<file path="src/per_source_duplicate_filter_top_macros.svh">
// assertion helpers for the top rtl file
// all checks run on clock and are held off while reset is high
`ifndef PER_SOURCE_DUPLICATE_FILTER_TOP_MACROS_SVH
`define PER_SOURCE_DUPLICATE_FILTER_TOP_MACROS_SVH

// same-cycle implication
`define PSDF_ASSERT_IMP(label, ante, cons) \
   label: assert property (@(posedge clock) disable iff (reset) (ante) |-> (cons)) \
      else $error("psdf same-cycle check failed");

// next-cycle implication
`define PSDF_ASSERT_NXT(label, ante, cons) \
   label: assert property (@(posedge clock) disable iff (reset) (ante) |=> (cons)) \
      else $error("psdf next-cycle check failed");

`endif

</file>
<file path="src/psdf_pkg.sv">
`timescale 1ns / 1ps
package psdf_pkg;

   // fixed field widths of the request word
   localparam int ADDR_W    = 48;
   localparam int SEQ_NUM_W = 12;

   // per-entry write controls
   typedef struct packed {
      logic alloc;   // store a new source in this entry
      logic update;  // overwrite the stored sequence number
   } entry_ctl_type;

   // per-entry compare status
   typedef struct packed {
      logic hit;     // valid entry holding the request address
      logic dup;     // hit with the same sequence number
   } entry_stat_type;

endpackage

</file>
<file path="src/psdf_entry.sv">
`timescale 1ns / 1ps
module psdf_entry #(
   parameter int SEQ_W = 12
) (
   input  logic                          clock,
   input  logic                          reset,
   input  psdf_pkg::entry_ctl_type       ctl,
   input  logic [psdf_pkg::ADDR_W-1:0]   addr,
   input  logic [SEQ_W-1:0]              seq,
   output psdf_pkg::entry_stat_type      stat
);
   import psdf_pkg::*;

   logic              valid_ff;
   logic              valid_in;
   logic [ADDR_W-1:0] addr_ff;
   logic [SEQ_W-1:0]  seq_ff;

   assign valid_in = valid_ff | ctl.alloc;

   always_ff @(posedge clock) begin
      if (reset) begin
         valid_ff <= 1'b0;
      end else begin
         valid_ff <= valid_in;
      end
   end

   // payload, no reset
   always_ff @(posedge clock) begin
      if (ctl.alloc) begin
         addr_ff <= addr;
      end
      if (ctl.alloc || ctl.update) begin
         seq_ff <= seq;
      end
   end

   always_comb begin
      stat.hit = valid_ff && (addr_ff == addr);
      stat.dup = stat.hit && (seq_ff == seq);
   end

endmodule

</file>
<file path="src/psdf_alloc.sv">
`timescale 1ns / 1ps
module psdf_alloc #(
   parameter int NUM_SOURCES = 16,
   parameter int USED_W      = 5
) (
   input  logic              clock,
   input  logic              reset,
   input  logic              grant,
   output logic [USED_W-1:0] used,
   output logic              full
);

   logic [USED_W-1:0] used_ff;
   logic [USED_W-1:0] used_in;

   assign used_in = grant ? (used_ff + 1'b1) : used_ff;

   always_ff @(posedge clock) begin
      if (reset) begin
         used_ff <= '0;
      end else begin
         used_ff <= used_in;
      end
   end

   assign used = used_ff;
   assign full = (used_ff == USED_W'(NUM_SOURCES));

endmodule

</file>
<file path="src/per_source_duplicate_filter_top.sv">
`timescale 1ns / 1ps
// per-source duplicate filter: each request word carries a transmitter address
// and a sequence number; exactly one response word comes back for each request
// taken (start high and busy low), via the input and result registers, marked by
// rsp_valid for one cycle, and the receiver cannot stall it. busy is low whenever
// reset is low, so a new request can be taken every cycle; throughput is one
// word per clock, set by the parallel compare of the request address against
// all NUM_SOURCES table entries. requests are handled strictly in order and
// each one sees the table as left by the one before. the table fills from entry
// 0 and entries are never freed; once all entries are in use, unknown sources
// are delivered with rsp_new_source and rsp_table_full set
module per_source_duplicate_filter_top #(
   parameter int NUM_SOURCES = 16,
   parameter int SEQ_BITS    = 12
) (
   input  logic                                  clock,
   input  logic                                  reset,
   input  logic                                  start,
   output logic                                  busy,
   input  logic [psdf_pkg::ADDR_W-1:0]           req_transmitter_address,
   input  logic [psdf_pkg::SEQ_NUM_W-1:0]        req_seq_num,
   output logic                                  rsp_valid,
   output logic                                  rsp_deliver,
   output logic                                  rsp_new_source,
   output logic                                  rsp_table_full
);
   import psdf_pkg::*;

   // only the low SEQ_BITS of the sequence field take part, capped at the field
   localparam int SEQ_W  = (SEQ_BITS < SEQ_NUM_W) ? SEQ_BITS : SEQ_NUM_W;
   localparam int USED_W = $clog2(NUM_SOURCES + 1);

   // input register
   logic              req_vld_ff;
   logic [ADDR_W-1:0] req_addr_ff;
   logic [SEQ_W-1:0]  req_seq_ff;

   // result register
   logic rsp_valid_ff;
   logic rsp_deliver_ff;
   logic rsp_new_source_ff;
   logic rsp_table_full_ff;
   logic rsp_deliver_in;
   logic rsp_new_source_in;
   logic rsp_table_full_in;

   // table status
   entry_ctl_type    ctl_vec  [NUM_SOURCES];
   entry_stat_type   stat_vec [NUM_SOURCES];
   logic [NUM_SOURCES-1:0] hit_vec;
   logic [NUM_SOURCES-1:0] dup_vec;
   logic              any_hit;
   logic              any_dup;
   logic              grant;
   logic [USED_W-1:0] used;
   logic              full;

   // no internal backpressure, only held off while in reset
   assign busy = reset;

   always_ff @(posedge clock) begin
      if (reset) begin
         req_vld_ff <= 1'b0;
      end else begin
         req_vld_ff <= start & ~busy;
      end
   end

   always_ff @(posedge clock) begin
      if (start && !busy) begin
         req_addr_ff <= req_transmitter_address;
         req_seq_ff  <= req_seq_num[SEQ_W-1:0];
      end
   end

   // one compare cell per table entry
   for (genvar i = 0; i < NUM_SOURCES; i++) begin : g_entry
      // a new source goes to the next free entry, a hit refreshes its number
      assign ctl_vec[i].alloc  = grant && (used == USED_W'(i));
      assign ctl_vec[i].update = req_vld_ff && stat_vec[i].hit;
      assign hit_vec[i]        = stat_vec[i].hit;
      assign dup_vec[i]        = stat_vec[i].dup;

      psdf_entry #(
         .SEQ_W (SEQ_W)
      ) u_entry (
         .clock (clock),
         .reset (reset),
         .ctl   (ctl_vec[i]),
         .addr  (req_addr_ff),
         .seq   (req_seq_ff),
         .stat  (stat_vec[i])
      );
   end

   // sources are stored at most once, so at most one entry can hit
   assign any_hit = |hit_vec;
   assign any_dup = |dup_vec;

   // store a new source only while a free entry remains
   assign grant = req_vld_ff && !any_hit && !full;

   psdf_alloc #(
      .NUM_SOURCES (NUM_SOURCES),
      .USED_W      (USED_W)
   ) u_alloc (
      .clock (clock),
      .reset (reset),
      .grant (grant),
      .used  (used),
      .full  (full)
   );

   // verdict for the word in the input register
   assign rsp_deliver_in    = !any_dup;
   assign rsp_new_source_in = !any_hit;
   assign rsp_table_full_in = !any_hit && full;

   always_ff @(posedge clock) begin
      if (reset) begin
         rsp_valid_ff <= 1'b0;
      end else begin
         rsp_valid_ff <= req_vld_ff;
      end
   end

   always_ff @(posedge clock) begin
      rsp_deliver_ff    <= rsp_deliver_in;
      rsp_new_source_ff <= rsp_new_source_in;
      rsp_table_full_ff <= rsp_table_full_in;
   end

   assign rsp_valid      = rsp_valid_ff;
   assign rsp_deliver    = rsp_deliver_ff;
   assign rsp_new_source = rsp_new_source_ff;
   assign rsp_table_full = rsp_table_full_ff;

`include "per_source_duplicate_filter_top_macros.svh"

   // a source never sits in two entries
   `PSDF_ASSERT_IMP(a_hit_unique, 1'b1, $onehot0(hit_vec))
   // every word in the input register leads to a valid response word
   `PSDF_ASSERT_NXT(a_rsp_follows, req_vld_ff, rsp_valid_ff)
   // a stored new source moved the fill count by exactly one
   `PSDF_ASSERT_IMP(a_fill_step,
      rsp_valid_ff && rsp_new_source_ff && !rsp_table_full_ff,
      used == ($past(used) + 1'b1))
   // a full flag only once every entry is in use
   `PSDF_ASSERT_IMP(a_full_flag, rsp_valid_ff && rsp_table_full_ff,
      used == USED_W'(NUM_SOURCES))
   // fill count never passes the table size
   `PSDF_ASSERT_IMP(a_used_range, 1'b1, used <= USED_W'(NUM_SOURCES))

endmodule

</file>
<file path="config.mk">
export PLATFORM = sky130hd
export DESIGN_NAME = per_source_duplicate_filter_top
export DESIGN_NICKNAME = d
export VERILOG_FILES = /design/src/psdf_pkg.sv /design/src/psdf_entry.sv /design/src/psdf_alloc.sv /design/src/per_source_duplicate_filter_top.sv
export VERILOG_INCLUDE_DIRS = /design/src /design/src/src
export SDC_FILE = /design/constraint.sdc
export NUM_CORES = 1
export LEC_CHECK = 0
export BUFFER_PORTS_ARGS = -buffer_cell sky130_fd_sc_hd__buf_4
export CAP_MARGIN = 20
export CORE_AREA = 4 4 283 285
export DETAILED_ROUTE_END_ITERATION = 16
export DIE_AREA = 0 0 287 289
export HOLD_SLACK_MARGIN = 0.08
export PLACE_DENSITY_LB_ADDON = 0.2
export SETUP_SLACK_MARGIN = 0.1
export SLEW_MARGIN = 10
export SYNTH_ARGS = -nofsm -noshare
export SYNTH_HDL_FRONTEND = slang
export SYNTH_SLANG_ARGS = --single-unit
</file>
<file path="constraint.sdc">
create_clock -name clock -period 5.6 [get_ports clock]
set_input_delay 1.68 -clock clock [delete_from_list [all_inputs] [get_ports clock]]
set_output_delay 1.68 -clock clock [all_outputs]
set_load 0.02 [all_outputs]
</file>
; ---- Word-level counts from Yosys, hierarchy flattened
; Index checks and enable logic that the tools add are counted.
[word_totals]
inputBits = 63
ram_bits = 0
romBits = 0
register_bits = 1046
mem_count = 0
latchBits = 0
[classes]
mux = 0
shift = 0
addsub = 1
eq_ne = 48
magnitude_cmp = 0
n_reduce_logical = 91
n_div = 0
n_bitwise = 18
n_mul = 0
[ops]
columns = operator, count
row1 = == test 48 bit, 16
row2 = == test 12 bit, 16
row3 = logical AND 1 bit, 68
row4 = == test 5 x 4 -> 1 bit (second input constant), 8
row5 = OR reduction 16 bit, 2
row6 = == test 5 x 3 -> 1 bit (second input constant), 4
row7 = logical OR 1 bit, 16
row8 = OR 1 bit, 16
row9 = == test 5 x 2 -> 1 bit (second input constant), 2
row10 = adder 5 x 1 -> 5 bit (second input constant), 1
row11 = == test 5 x 1 -> 1 bit (second input constant), 1
row12 = == test 5 bit (second input constant), 1
row13 = logical NOT 5 bit, 1
row14 = logical NOT 1 bit, 4
row15 = bitwise AND 1 bit, 1
row16 = NOT 1 bit, 1

; ---- Longest topological paths before layout
; Gate-level depths: netlist of run 1.
[logic_depth]
depth_word = 8
mapped_depth = 12
mapped_depth_nobuf = 9

; ---- By module
; Synthesis of run 1 repeated with hierarchy kept, for this count alone.
[unflattened]
cells_unflattened = 2654
area_unflattened_um2 = 43165.1
[modules_own_cells]
columns = mod, area_each_um2, cells_per_inst, n_inst
row1 = psdf_entry, 2533.7, 156, 16
row2 = per_source_duplicate_filter_top, 2349.8, 132, 1
row3 = psdf_alloc, 276.5, 26, 1

; ---- Worst setup path after synthesis of run 1
; Ideal clock, no wire load.
[synth_path]
kind = register to register
from = register req_addr_ff[13]
to = register g_entry[13].u_entry.seq_ff[0] (enable)
arrival_ps = 5795
path_stages_with_launch = 12
period_less_slack_ps = 6144
slack_ps = -544
required_ps = 5251
setup_time_ps = 349
n_path_buf = 2
cell_sequence = edfxtp_1 buf_6 buf_12 xor2_1 nor4_1 and3_4 nand4_2 nand4_2 nor4_2 nand4_2 nor3_1 a21o_1
[synth_lines]
columns = element, line_no
row1 = from (decl), per_source_duplicate_filter_top.sv:35  ; logic [ADDR_W-1:0] req_addr_ff;
row2 = from (signal assigned), per_source_duplicate_filter_top.sv:71  ; req_addr_ff <= req_transmitter_address;
row3 = to (signal assigned), psdf_entry.sv:35  ; seq_ff <= seq;
row4 = to (decl), psdf_entry.sv:17  ; logic [SEQ_W-1:0] seq_ff;

==> results of run 1 <==
[routing by layer]
metal  part of all wire  wire, microns  global-route usage
met5                  0              0                   0
met4              0.030           3210              0.0813
met3              0.088           9600              0.0371
met2               0.47          51000               0.420
met1               0.41          45000               0.384
[area by class of cell]
type	instances	area, sq um
Sequential cell	1046	31100
Fill cell	5505	28400
Multi-Input combinational cell	1406	11400
Clock buffer	127	2690
Timing Repair Buffer	188	1600
Tap cell	1040	1300
Clock inverter	62	564
Inverter	58	218
[stage by stage]
step / setup TNS (ns) / power (uW) / hold slack [ns]
floorplan: -43.13 / 9610 / 0.443
global placement: 0 / 10000 / 0.451
detailed placement: 0 / 10000 / 0.459
CTS: 0 / 16700 / 0.476
global route: 0 / 17100 / 0.490
finish: 0 / 16600 / 0.476
[kinds of logic (layout without fill, tap and decap cells)]
| group | Yosys count | in the layout | synth area share |
|---|---|---|---|
| compound gates | 118 | 118 | 0.0216 |
| fa+ha+maj | 5 | 5 | 0.00143 |
| xor+xnor | 888 | 888 | 0.178 |
| flops | 1046 | 1046 | 0.712 |
| simple gates | 395 | 395 | 0.0572 |
| buf+inv | 185 | 435 | 0.0299 |
[worst max-delay path: stages (launching register included)]
cell and delay (ns):
edfxtp_1 0.83, buf_4 0.37, xor2_1 0.09, nor4_1 0.33, nand4_1 0.17, a2111oi_0 0.69, nand4_1 0.47, and4_1 0.32
nand4_2 0.11, buf_12 0.24, nor3_2 0.10, buf_4 0.35, o21ba_2 0.29
[cell usage in the layout (no fill, tap or decap), types with 19 or more instances in the layout]
cell type,n
edfxtp_1,1020
inv_1,58
nor4_1,115
nand4_1,152
nor3_1,19
clkbuf_1,23
dfxtp_1,26
xnor2_1,554
clkbuf_16,104
xor2_1,333
buf_4,174
clkinv_1,27
[worst paths after layout]
check	from	end	slack [ns]	cells after the start
setup / recovery	req_addr_ff[39]	g_entry[13].u_entry.valid_ff	1.06	12
hold / removal	g_entry[6].u_entry.valid_ff	g_entry[6].u_entry.valid_ff	0.48	1
setup reg to reg	req_addr_ff[39]	g_entry[13].u_entry.valid_ff	1.06	12
hold reg to reg	g_entry[6].u_entry.valid_ff	g_entry[6].u_entry.valid_ff	0.48	1
[power breakdown]
group | leakage (uW) | internal (uW) | switching, uW
Sequential | 0.00942 | 8690 | 92.6
Clock | 0.00158 | 3820 | 2890
Combinational | 0.00476 | 380 | 726
Total | 0.0158 | 12900 | 3710
[flip-flops by register name, summed over array words and instances (netlist names), 5 cells and up]
signal and cells:
g_entry.u_entry.addr_ff 768, g_entry.u_entry.seq_ff 192, g_entry.u_entry.valid_ff 16, req_addr_ff 48, req_seq_ff 12, u_alloc.used 5
==> results.yml, run 1 <==
placement:
  placed_cell_area_sq_um: 45600
  dp_cells: 3737
  dp_slack_ns: 1.22
  io_buffer_count: 67
  dp_hpwl_mm: 65.1
  place.gp.congestion: 0.853
cts:
  cts_tree: "built"
  hold_buffers: 0
  clock_path_buffers: 3
  numCtsBuffers: 104
  cts_sinks: 1046
  ctsResizeCount: 0
  cts_max_level: 3
  clockRootBuffer: "clkbuf_16"
  clk_pin_slew_ns: 0.06
  postCtsSetupBuffers: 0
  clock_latency_ns: 0.67
floorplanning:
  num_rows: 102
  die_h_microns: 289
  coreArea_sq_um: 77300
  initial_core_util: 0.566
  io_pins: 68
  die_w_microns: 287
  dieArea_sq_um: 82900
drt:
  num_vias: 23400
  drc: 0
  drt_pass1_iterations: 8
  drt_iter0_drc: 2624
  viasPerCell: 5.96
  ant_nets: 0
  totalWireLength_mm: 109
  wire_per_inst_microns: 27.7
synthesis:
  synthTopCellsByCount: "edfxtp_1 (1,020), xnor2_1 (554), xor2_1 (333)"
  synth_nets: 2705
  ys_types: 63
  synth_largest_area_cell: "edfxtp_1"
  ys_seq_area_frac: 0.712
  syn_inst: 2637
  async_reset_ff_frac: 0
  synth_seq_cells: 1046
  syn_area_sq_um: 43800
  ys_top_cells_by_area: "edfxtp_1 (70%), xnor2_1 (11%), xor2_1 (6.7%)"
  synth_edf_count: 1020
  yosysMostFrequentCell: "edfxtp_1"
  synth_ff_type: "edfxtp_1"
  synth_top_area_frac: 0.700
  synth_warnings: 0
  avgSynthCellArea_sq_um: 16.6
sta:
  fmax_ghz: 0.220
  period_share: 0.811
  setup_slack_ns: 1.06
  clock_skew_ns: 0.0494
  worst_slew_pin_slew_ns: 0.987
  relSlewSlack: 0.342
  slew_viol_final: 0
  min_period_ns: 4.54
  rsz0062_at_grt: "no"
  setup_viol: 0
  finalHoldViolations: 0
critical_path:
  startpoint_type: "register"
  cp.required_ns: 6.15
  crit_arrival_ns: 5.09
  critPathCaptureType: "register"
  path_class: "register to register"
  crit_fanout: 49
global_routing:
  grt_first_pass_wirelength_mm: 159
  grt_util_all_layers: 0.264
  first_global_vias: 23200
  overflow: 0
  antenna_found_initial: 3
  grt_max_degree: 59
status:
  status: "finished clean"
pwr:
  ir_drop_v: 0.000267
  power.density_nw_per_um2: 339
  p_leak_uw: 0.0158
cells_and_area:
  diodes: 0
  drive_gt1_frac: 0.129
  fin_area_sq_um: 48900
  finish.utilization: 0.633
  fin_nets: 2872
  final_cells: 3927
  area_growth_syn_to_layout_pct: 11.8
worst_hold_path:
  hold_class: "register to register"
run:
  max-cap-violations: 0
Note: power is estimated with default switching activity, not from simulation.
==> run 2: changes to the inputs <==
==> constraint.sdc (replaced) <==
create_clock -name clock -period 4 [get_ports clock]
set_input_delay 1.2 -clock clock [delete_from_list [all_inputs] [get_ports clock]]
set_output_delay 1.2 -clock clock [all_outputs]
set_load 0.02 [all_outputs]
==> run 2 against run 1 <==
  * First-iteration DRC count up 8.5%
  * Global-route usage rose by 0.79 points
  * Hold slack gained 0.0026 ns
  * Largest cell class unchanged
  * Sequential share of layout area decreased by 2.1 points
  * Clock skew fell by 0.0026 ns
  * Sequential power is 40% higher
  * Critical path type unchanged
  * Cell count up 2.8%
  * Critical path depth is 2 higher
  * Combinational power rose by 55%
  * Utilization up 2.2 points
  * Register-to-register slack got worse by 0.87 ns
  * Count of clock-buffer cells in the layout grew 17
==> results.yml, run 2 (synthesis results as in run 1) <==
drt:
  ant_nets: 0
  drt_pass1_iterations: 6
  num_vias: 23800
  viasPerCell: 5.90
  drc: 0
  drt_iter0_drc: 2848
  wire_per_inst_microns: 27.7
  totalWireLength_mm: 112
sta:
  slew_viol_final: 0
  finalHoldViolations: 0
  min_period_ns: 3.82
  setup_viol: 0
  period_share: 0.954
  relSlewSlack: 0.311
  fmax_ghz: 0.262
  clock_skew_ns: 0.0469
  worst_slew_pin_slew_ns: 1.03
  rsz0062_at_grt: "yes"
floorplanning:
  dieArea_sq_um: 82900
  initial_core_util: 0.566
  die_w_microns: 287
  die_h_microns: 289
  coreArea_sq_um: 77300
  num_rows: 102
  io_pins: 68
cells_and_area:
  finish.utilization: 0.654
  diodes: 0
  fill_cells: 5337
  layout_common_cells: "edfxtp_1 (1,020), xnor2_1 (554), xor2_1 (333)"
  largest-register: "g_entry.u_entry.addr_ff"
  largest_reg_flops: 768
  area_growth_syn_to_layout_pct: 15.6
  fin_area_sq_um: 50600
  fin_nets: 2972
  largestRegisters: "g_entry.u_entry.addr_ff: 768 flops, g_entry.u_entry.seq_ff: 192 flops, req_addr_ff: 48 flops"
  drive_gt1_frac: 0.170
  layout_commonest_cell: "edfxtp_1"
cts:
  hold_buffers: 0
  cts_tree: "built"
  cts_sinks: 1046
  clockRootBuffer: "clkbuf_16"
  clock_latency_ns: 0.67
  clock_path_buffers: 3
  cts_max_level: 3
  numCtsBuffers: 104
  clk_pin_slew_ns: 0.06
pwr:
  ir_drop_v: 0.000452
  power.density_nw_per_um2: 474
  p_leak_uw: 0.0166
critical_path:
  rr_worst_depth: 14
  crit_fanout: 49
  crit_arrival_ns: 4.14
  slowest_delay_ns: 0.41
  crit_buf_inv: 6
  cpMaxStageDelayCell: "edfxtp_1"
  path_class: "register to register"
  timing.rr.end: "g_entry[4].u_entry.addr_ff[37]"
  critPathCaptureType: "register"
  startpoint_type: "register"
  cp.required_ns: 4.33
  worstReg2RegStart: "req_addr_ff[47]"
  path_cells: "buf_12, xnor2_1, nand4_1, nor4_1, buf_4, nand4_1, o22ai_1, buf_4, nor4_2, nand4_2, buf_4, buf_12, nor3_4, buf_12"
  cp_top_family: "simple AND/OR/NAND/NOR gates"
  ff2ff_setup_slack_ns: 0.18
worst_hold_path:
  hold_start: "g_entry[6].u_entry.valid_ff"
  hold_class: "register to register"
  min_path_cells: 1
  min_to: "g_entry[6].u_entry.valid_ff"
placement:
  place.gp.congestion: 0.886
  io_buffer_count: 67
  placed_cell_area_sq_um: 46900
  dp_hpwl_mm: 70.7
global_routing:
  first_global_vias: 23600
  overflow: 0
  grt_max_degree: 61
  grt_util_all_layers: 0.272
  grt_first_pass_wirelength_mm: 163
  antenna_found_initial: 3
status:
  status: "finished clean"
run:
  max-cap-violations: 0
[run 2: cell count changes in the layout (fill, tap and decap cells not counted), sizes merged]
cell      previous run  this run
buf                188       288
clkbuf             127       144
clkinv              46        33
bufinv               9        12
clkinvlp             3         5
[run 2: cell type report]
type,count,area (sq um),share of cell area
clock buffers,144,2920,0.0576
clock inverters,54,621,0.0123
inverters,58,218,0.00430
multi-input cells,1406,11400,0.226
flip-flops and latches,1046,31100,0.616
well taps,1040,1300,0.0257
repair buffers,288,2940,0.0581
[run 2: how the worst max path moves through the flow]
stage | startpoint | depth (start not counted) | slack [ns] | endpoint
after floorplan | req_addr_ff[8] | 12 | -0.11 | g_entry[3].u_entry.seq_ff[0]
after global placement | req_addr_ff[21] | 12 | -0.01 | g_entry[9].u_entry.seq_ff[3]
after detailed placement | req_addr_ff[21] | 12 | -0.07 | g_entry[9].u_entry.seq_ff[8]
after CTS | req_addr_ff[21] | 13 | 0.18 | g_entry[15].u_entry.addr_ff[11]
after global routing | req_addr_ff[38] | 14 | 0.08 | g_entry[4].u_entry.addr_ff[23]
final | req_addr_ff[47] | 14 | 0.18 | g_entry[4].u_entry.addr_ff[37]
[run 2: per-stage QoR]
step	instances	setup TNS (ns)	hold slack (ns)	setup WS (ns)	total power [uW]
after detailed placement	3829	-2.43	0.469	-0.0676	14200
after global routing	4036	0	0.494	0.0803	24700
after global placement	3829	-0.119	0.452	-0.0102	14200
after floorplan	2637	-14.57	0.443	-0.108	13500
final	4036	0	0.479	0.184	24000
after CTS	4029	0	0.482	0.183	24100
[run 2: timing repair]
action	in CTS	in global routing
setup endpoints to repair	130	222
gates resized for setup	1	4
buffers inserted	2	6
pin swaps	1	1
[run 2: power by group]
part	switching, uW	internal, uW	total (uW)
combinational	1080	650	1720
sequential	102	12200	12300
clock	4110	5880	9990
total	5290	18700	24000
[run 2: metal layers]
| metal | vias up | part of all wire | global-route usage | wire [microns] |
|---|---|---|---|---|
| met2 | 1135 | 0.47 | 0.430 | 52500 |
| met5 | - | 0.00012 | 0 | 13 |
| li1 | 10300 | - | - | - |
| met1 | 12200 | 0.41 | 0.395 | 46100 |
| met3 | 199 | 0.084 | 0.0363 | 9370 |
| met4 | 2 | 0.035 | 0.0914 | 3900 |
